<file path="config.mk">
export PLATFORM = sky130hd
export DESIGN_NAME = mqd_ctrl
export DESIGN_NICKNAME = d
export VERILOG_FILES = /design/src/hdl/mqd_pkg.sv /design/src/hdl/mqd_ctrl.sv
export SDC_FILE = /design/constraint.sdc
export NUM_CORES = 1
export LEC_CHECK = 0
export BUFFER_PORTS_ARGS = -buffer_cell sky130_fd_sc_hd__buf_2
export CAP_MARGIN = 10
export CELL_PAD_IN_SITES_DETAIL_PLACEMENT = 2
export CELL_PAD_IN_SITES_GLOBAL_PLACEMENT = 2
export CORE_MARGIN = 10
export CORE_UTILIZATION = 29
export CTS_BUF_LIST = sky130_fd_sc_hd__clkbuf_8
export DETAILED_ROUTE_END_ITERATION = 8
export GPL_ROUTABILITY_DRIVEN = 0
export PLACE_DENSITY_LB_ADDON = 0.1
export SYNTH_ARGS = -nofsm -noshare
export SYNTH_HDL_FRONTEND = slang
export SYNTH_SLANG_ARGS = --single-unit
</file>
<file path="constraint.sdc">
create_clock -name i_clk -period 3.8 [get_ports i_clk]
set_input_delay 0.19 -clock i_clk [delete_from_list [all_inputs] [get_ports i_clk]]
set_output_delay 0.19 -clock i_clk [all_outputs]
set_load 0.005 [all_outputs]
</file>
<file path="src/hdl/mqd_pkg.sv">
// Shared types and constants for the Mahalanobis quadratic distance block.
// No dependencies; imported by every module under hdl/ except mqd_ram.
package mqd_pkg;

    localparam int VAL_W   = 16;
    localparam int DIFF_W  = 17;
    localparam int PROD1_W = 34;
    localparam int TERM_W  = 52;
    localparam int DIST_W  = 56;
    localparam int MUL_A_W = 35;
    localparam int MUL_B_W = 18;

    // item op codes
    localparam logic [1:0] OP_WEIGHT  = 2'd0;
    localparam logic [1:0] OP_CENTER  = 2'd1;
    localparam logic [1:0] OP_FEATURE = 2'd2;

    // configuration register indexes
    localparam int CFG_IDX_W  = 1;
    localparam int CFG_DATA_W = 4;
    localparam logic [CFG_IDX_W-1:0] CFG_ACTIVE_FEATURES = 1'b0;
    localparam logic [CFG_IDX_W-1:0] CFG_ACTIVE_CLUSTERS = 1'b1;

    typedef struct packed {
        logic [1:0]               op;
        logic [1:0]               cluster_sel;
        logic [2:0]               row_index;
        logic [2:0]               col_index;
        logic signed [VAL_W-1:0]  value;
        logic                     last_element;
    } t_in_item;

    typedef struct packed {
        logic [1:0]               cluster_id;
        logic signed [DIST_W-1:0] distance;
        logic                     last_result;
    } t_out_item;

    typedef enum logic [3:0] {
        S_IDLE,
        S_CEN,
        S_DIFF,
        S_RW1,
        S_RW2,
        S_MUL1,
        S_MUL2,
        S_ACC,
        S_EMIT,
        S_CLEAR
    } t_state;

    // controller to datapath commands
    typedef struct packed {
        logic wr_weight;
        logic wr_center;
        logic take_x;
        logic diff_wr;
        logic cap_w;
        logic w_swap;
        logic mul_dd;
        logic mul_dw;
        logic diag;
        logic acc;
        logic emit;
        logic last_res;
        logic clear;
    } t_dp_cmd;

endpackage

</file>
<file path="src/hdl/mqd_ctrl.sv">
// Controller: configuration registers, element counter and the sequencer
// that walks clusters and terms. Depends on mqd_pkg.
module mqd_ctrl
    import mqd_pkg::*;
#(
    parameter int MAX_FEATURES = 8,
    parameter int MAX_CLUSTERS = 4
) (
    input  logic                                                 i_clk,
    input  logic                                                 i_rst_n,
    input  logic                                                 start,
    output logic                                                 busy,
    input  t_in_item                                             i_item,
    input  logic                                                 i_cfg_we,
    input  logic [CFG_IDX_W-1:0]                                 i_cfg_index,
    input  logic [CFG_DATA_W-1:0]                                i_cfg_data,
    output t_dp_cmd                                              o_cmd,
    output logic [(MAX_CLUSTERS > 1 ? $clog2(MAX_CLUSTERS) : 1)-1:0] o_c,
    output logic [(MAX_FEATURES > 1 ? $clog2(MAX_FEATURES) : 1)-1:0] o_i,
    output logic [(MAX_FEATURES > 1 ? $clog2(MAX_FEATURES) : 1)-1:0] o_j
);

    localparam int FIW = MAX_FEATURES > 1 ? $clog2(MAX_FEATURES) : 1;
    localparam int CIW = MAX_CLUSTERS > 1 ? $clog2(MAX_CLUSTERS) : 1;
    localparam int ECW = $clog2(MAX_FEATURES + 1);

    t_state           r_state, n_state;
    logic [3:0]       r_feat;
    logic [2:0]       r_clus;
    logic [ECW-1:0]   r_elem, n_elem;
    logic             r_last, n_last;
    logic [CIW-1:0]   r_c, n_c;
    logic [FIW-1:0]   r_i, n_i;
    logic [FIW-1:0]   r_j, n_j;

    logic accept;
    logic feat_ok;
    logic load_ok;
    logic last_clus;
    int   eff_clus;

    assign accept   = start && (r_state == S_IDLE);
    assign feat_ok  = (int'(r_elem) < int'(r_feat)) && (int'(r_elem) < MAX_FEATURES);
    assign load_ok  = (int'(i_item.cluster_sel) < MAX_CLUSTERS)
                   && (int'(i_item.row_index) < MAX_FEATURES);
    assign eff_clus = (int'(r_clus) < MAX_CLUSTERS) ? int'(r_clus) : MAX_CLUSTERS;
    assign last_clus = (int'(r_c) + 1 == eff_clus);

    // next state and counters
    always_comb begin
        n_state = r_state;
        n_elem  = r_elem;
        n_last  = r_last;
        n_c     = r_c;
        n_i     = r_i;
        n_j     = r_j;
        unique case (r_state)
            S_IDLE: begin
                if (accept && i_item.op == OP_FEATURE) begin
                    n_last = i_item.last_element;
                    n_c    = '0;
                    if (int'(r_elem) < MAX_FEATURES) begin
                        n_elem = r_elem + ECW'(1);
                    end
                    if (feat_ok) begin
                        n_i     = FIW'(r_elem);
                        n_state = S_CEN;
                    end else if (i_item.last_element) begin
                        n_state = (eff_clus > 0) ? S_EMIT : S_CLEAR;
                    end
                end
            end
            S_CEN:  n_state = S_DIFF;
            S_DIFF: begin
                n_j     = '0;
                n_state = S_RW1;
            end
            S_RW1:  n_state = S_RW2;
            S_RW2:  n_state = S_MUL1;
            S_MUL1: n_state = S_MUL2;
            S_MUL2: n_state = S_ACC;
            S_ACC: begin
                if (r_j != r_i) begin
                    n_j     = r_j + FIW'(1);
                    n_state = S_RW1;
                end else if (int'(r_c) != MAX_CLUSTERS - 1) begin
                    n_c     = r_c + CIW'(1);
                    n_state = S_CEN;
                end else if (r_last) begin
                    n_c     = '0;
                    n_state = (eff_clus > 0) ? S_EMIT : S_CLEAR;
                end else begin
                    n_state = S_IDLE;
                end
            end
            S_EMIT: begin
                if (last_clus) begin
                    n_state = S_CLEAR;
                end else begin
                    n_c = r_c + CIW'(1);
                end
            end
            S_CLEAR: begin
                n_elem  = '0;
                n_state = S_IDLE;
            end
            default: n_state = S_IDLE;
        endcase
    end

    // command decode
    always_comb begin
        o_cmd = '0;
        busy  = (r_state != S_IDLE);
        unique case (r_state)
            S_IDLE: begin
                o_cmd.wr_weight = accept && (i_item.op == OP_WEIGHT) && load_ok
                               && (int'(i_item.col_index) < MAX_FEATURES);
                o_cmd.wr_center = accept && (i_item.op == OP_CENTER) && load_ok;
                o_cmd.take_x    = accept && (i_item.op == OP_FEATURE);
            end
            S_CEN:  ;
            S_DIFF: o_cmd.diff_wr = 1'b1;
            S_RW1:  ;
            S_RW2: begin
                o_cmd.cap_w  = 1'b1;
                o_cmd.w_swap = 1'b1;
            end
            S_MUL1: begin
                o_cmd.mul_dd = 1'b1;
                o_cmd.diag   = (r_j == r_i);
            end
            S_MUL2: o_cmd.mul_dw = 1'b1;
            S_ACC:  o_cmd.acc = 1'b1;
            S_EMIT: begin
                o_cmd.emit     = 1'b1;
                o_cmd.last_res = last_clus;
            end
            S_CLEAR: o_cmd.clear = 1'b1;
            default: ;
        endcase
    end

    always_ff @(posedge i_clk) begin
        if (!i_rst_n) begin
            r_state <= S_IDLE;
            r_feat  <= 4'd8;
            r_clus  <= 3'd4;
            r_elem  <= '0;
            r_last  <= 1'b0;
            r_c     <= '0;
            r_i     <= '0;
            r_j     <= '0;
        end else begin
            r_state <= n_state;
            r_elem  <= n_elem;
            r_last  <= n_last;
            r_c     <= n_c;
            r_i     <= n_i;
            r_j     <= n_j;
            if (i_cfg_we) begin
                unique case (i_cfg_index)
                    CFG_ACTIVE_FEATURES: r_feat <= i_cfg_data;
                    CFG_ACTIVE_CLUSTERS: r_clus <= i_cfg_data[2:0];
                    default: ;
                endcase
            end
        end
    end

    assign o_c = r_c;
    assign o_i = r_i;
    assign o_j = r_j;

endmodule

</file>
==> impl_metrics.py <==
metrics = {
    "sta": {
        "finalMaxSlewViolations": 0,
        "max_freq_ghz": 0.515,
        "worst_slack_ns": 1.86,
        "setup_viol": 0,
        "fin_crit_ns": 1.94,
        "skew_ns": 0.00271,
        "period_share_pct": 51.1,
        "hold_viol_final": 0,
        "tns_ns": 0,
        "slew_headroom_pct": 64.1,
        "grt_setup_unrepaired": "no",
        "worst_pin_slew_ns": 0.536,
    },
    "setup_path": {
        "cp_cell_sequence": "nor4_4 > inv_2 > nor4b_1 > buf_2",
        "crit_slowest_cell": "dfxtp_1",
        "crit_fanout": 8,
        "crit_type": "reg2out",
        "arrival_ns": 1.75,
        "cp-end-kind": "output port",
        "r2r_start": "r_state[2]$_SDFFE_PN0P_",
        "startpoint": "r_state[0]$_SDFFE_PN0P_",
        "regToRegSetupSlack_ns": 1.97,
        "timing.rr.end": "o_j[2]$_SDFFE_PN0P_",
        "worstPathRequired_ns": 3.61,
        "slowest_delay_ns": 0.42,
        "start_kind": "register",
        "worstRegToRegCells": 5,
    },
    "synthesis": {
        "synth_area_per_cell_um2": 8.35,
        "yosysTopAreaCellShare_pct": 34.4,
        "synth-simple-area-share_pct": 29.1,
        "synth.most_common_cell": "dfxtp_1",
        "synth_top_cells_by_area": "dfxtp_1, ha_1, nand2_1, mux2i_1, nor2_1",
        "netlist_top_cells_count": "dfxtp_1, nand2_1, nor2_1, nand3_1, inv_1",
        "synth_edf_count": 0,
        "synthDistinctLibCells": 42,
        "synth_top_family_by_area": "simple AND/OR/NAND/NOR gates",
        "syn-num-nets": 209,
        "seq_area_frac_synth_pct": 34.4,
        "synth_compound_area_share_pct": 16.7,
        "yosysWarnings": 0,
        "synth_xor_xnor_area_share_pct": 5.65,
        "synth.area.mux_share_pct": 4.30,
        "synthFlopType": "dfxtp_1",
        "yosys_register_bits": 24,
        "synth_area_leader_cell": "dfxtp_1",
        "synth.cell_area_um2": 1400,
        "async_flop_share_pct": 0,
        "synth_fa_ha_area_share_pct": 5.38,
        "synthCells": 167,
    },
    "min_path": {
        "holdPathStages": 3,
        "hp-class": "in2reg",
        "hp-start": "i_cfg_data[3]",
        "hold_end": "r_feat[3]$_SDFFE_PN1P_",
    },
    "final_layout": {
        "drive_gt1_share_pct": 22.2,
        "utilization_pct": 35.6,
        "layout.nets": 241,
        "area_growth_pct": 19.7,
        "insertedDiodeCount": 0,
    },
    "clocking": {
        "cts_tree": "yes",
        "root_buffer": "clkbuf_8",
        "cts_setup_buffers": 0,
        "clock_latency_ns": 0.27,
        "clkSinkCount": 24,
        "numCtsBuffers": 3,
        "cts_resized": 0,
        "cts.path.max_buffers": 2,
        "clk_pin_slew_ns": 0.09,
        "hold_buffers": 0,
        "cts_max_level": 1,
    },
    "drt": {
        "wl_per_cell_um": 17.5,
        "ant_nets": 0,
        "drt-total-wl_mm": 4.40,
        "viasPerCell": 5.25,
        "first_pass_iters": 4,
        "vias": 1322,
        "dr.first_iter.drc_count": 42,
        "drc": 0,
    },
    "global_routing": {
        "gr-total-overflow": 0,
        "grt_pass1_vias": 1438,
        "grt_pass1_wl_mm": 7.39,
        "grt_util_all_layers_pct": 11.6,
        "grt_max_degree": 24,
        "antenna_found_initial": 0,
    },
    "floorplan": {
        "die_w_um": 89.4,
        "start_util_pct": 29.7,
        "die-area_um2": 7990,
        "core_um2": 4690,
        "die_h_um": 89.4,
        "io_pins": 58,
        "row_count": 25,
    },
    "outcome": {
        "status": "finished clean",
    },
    "power_and_ir_drop": {
        "peakVddDrop_mv": 0.212,
        "leakagePower_nw": 0.755,
        "powerDensity_nw_per_um2": 407,
        "power_mw": 0.680,
    },
    "place": {
        "dp_hpwl_mm": 3.44,
        "io_buffers": 33,
        "pre_cts_slack_ns": 1.99,
    },
    "run": {
        "max-cap-violations": 0,
    },
}
==> through the flow <==
stage	cell area [um^2]	hold WS, ns	std cells
global placement	1600	0.416	248
detailed placement	1600	0.428	248
CTS	1670	0.134	252
finish	1670	0.139	252
global route	1670	0.136	252
floorplan	1400	0.328	167
==> sequential cells by signal (all words and copies together), names as in the netlist <==
| name | cells |
|---|---|
| r_elem | 4 |
| r_feat | 4 |
| r_state | 4 |
| o_i | 3 |
| o_j | 3 |
| r_clus | 3 |
| o_c | 2 |
| r_last | 1 |
==> layout make-up <==
cell class	count	area, um^2
well taps	54	67.6
inverters	9	33.8
fillers	561	3020
clock inverters	1	30.0
clock buffers	3	41.3
multi-input cells	128	852
repair buffers	33	165
flip-flops and latches	24	480
==> report_power, final <==
group / switching (mW) / internal (mW)
clock: 0.0934 / 0.141
combinational: 0.0941 / 0.0656
sequential: 0.0228 / 0.263
==> how the worst max path moves through the flow <==
| stage | to | slack (ns) | cells past startpoint |
|---|---|---|---|
| 2_1_floorplan | o_c[0]$_SDFFE_PN0P_ | 2.23 | 6 |
| 3_3_place_gp | o_j[2]$_SDFFE_PN0P_ | 2.04 | 5 |
| 3_5_place_dp | o_j[2]$_SDFFE_PN0P_ | 1.99 | 5 |
| 4_1_cts | o_cmd[12] | 1.84 | 4 |
| 5_1_grt | o_cmd[12] | 1.67 | 4 |
| 6_report | o_cmd[12] | 1.86 | 4 |
==> routing by layer <==
metal / up-vias / track usage, % / share of wire [%]
li1: 642 / - / -
met1: 651 / 13.4 / 45
met2: 25 / 20.3 / 49
met3: 4 / 2.92 / 5.6
met4: 0 / 3.47 / 0.95
met5: - / 0 / 0
==> worst max-delay path, delay by kind of cell, from the launching register on <==
| kind | cells | cell delay (ns) |
|---|---|---|
| buf+inv | 2 | 0.34 |
| flops | 1 | 0.42 |
| simple gates | 2 | 0.71 |
==> layout by cell type, fill, tap and decap left out, types with 5 or more instances in the layout <==
cell and instances:
a21boi_0 6, a21oi_1 6, buf_2 33, dfxtp_1 24, ha_1 6, inv_1 8, mux2i_1 6, nand2_1 20
nand2b_1 5, nand3_1 9, nor2_1 15, nor2b_1 5, o21ai_0 5, xnor2_1 6
==> logic make-up after synthesis <==
logic type / Yosys count
XOR/XNOR: 9
adder cells (fa/ha/maj): 6
buffers and inverters: 15
AO/OA/AOI/OAI: 34
flip-flops: 24
multiplexers: 6
AND/OR/NAND/NOR: 73
Power figures use the tool's default switching activity.
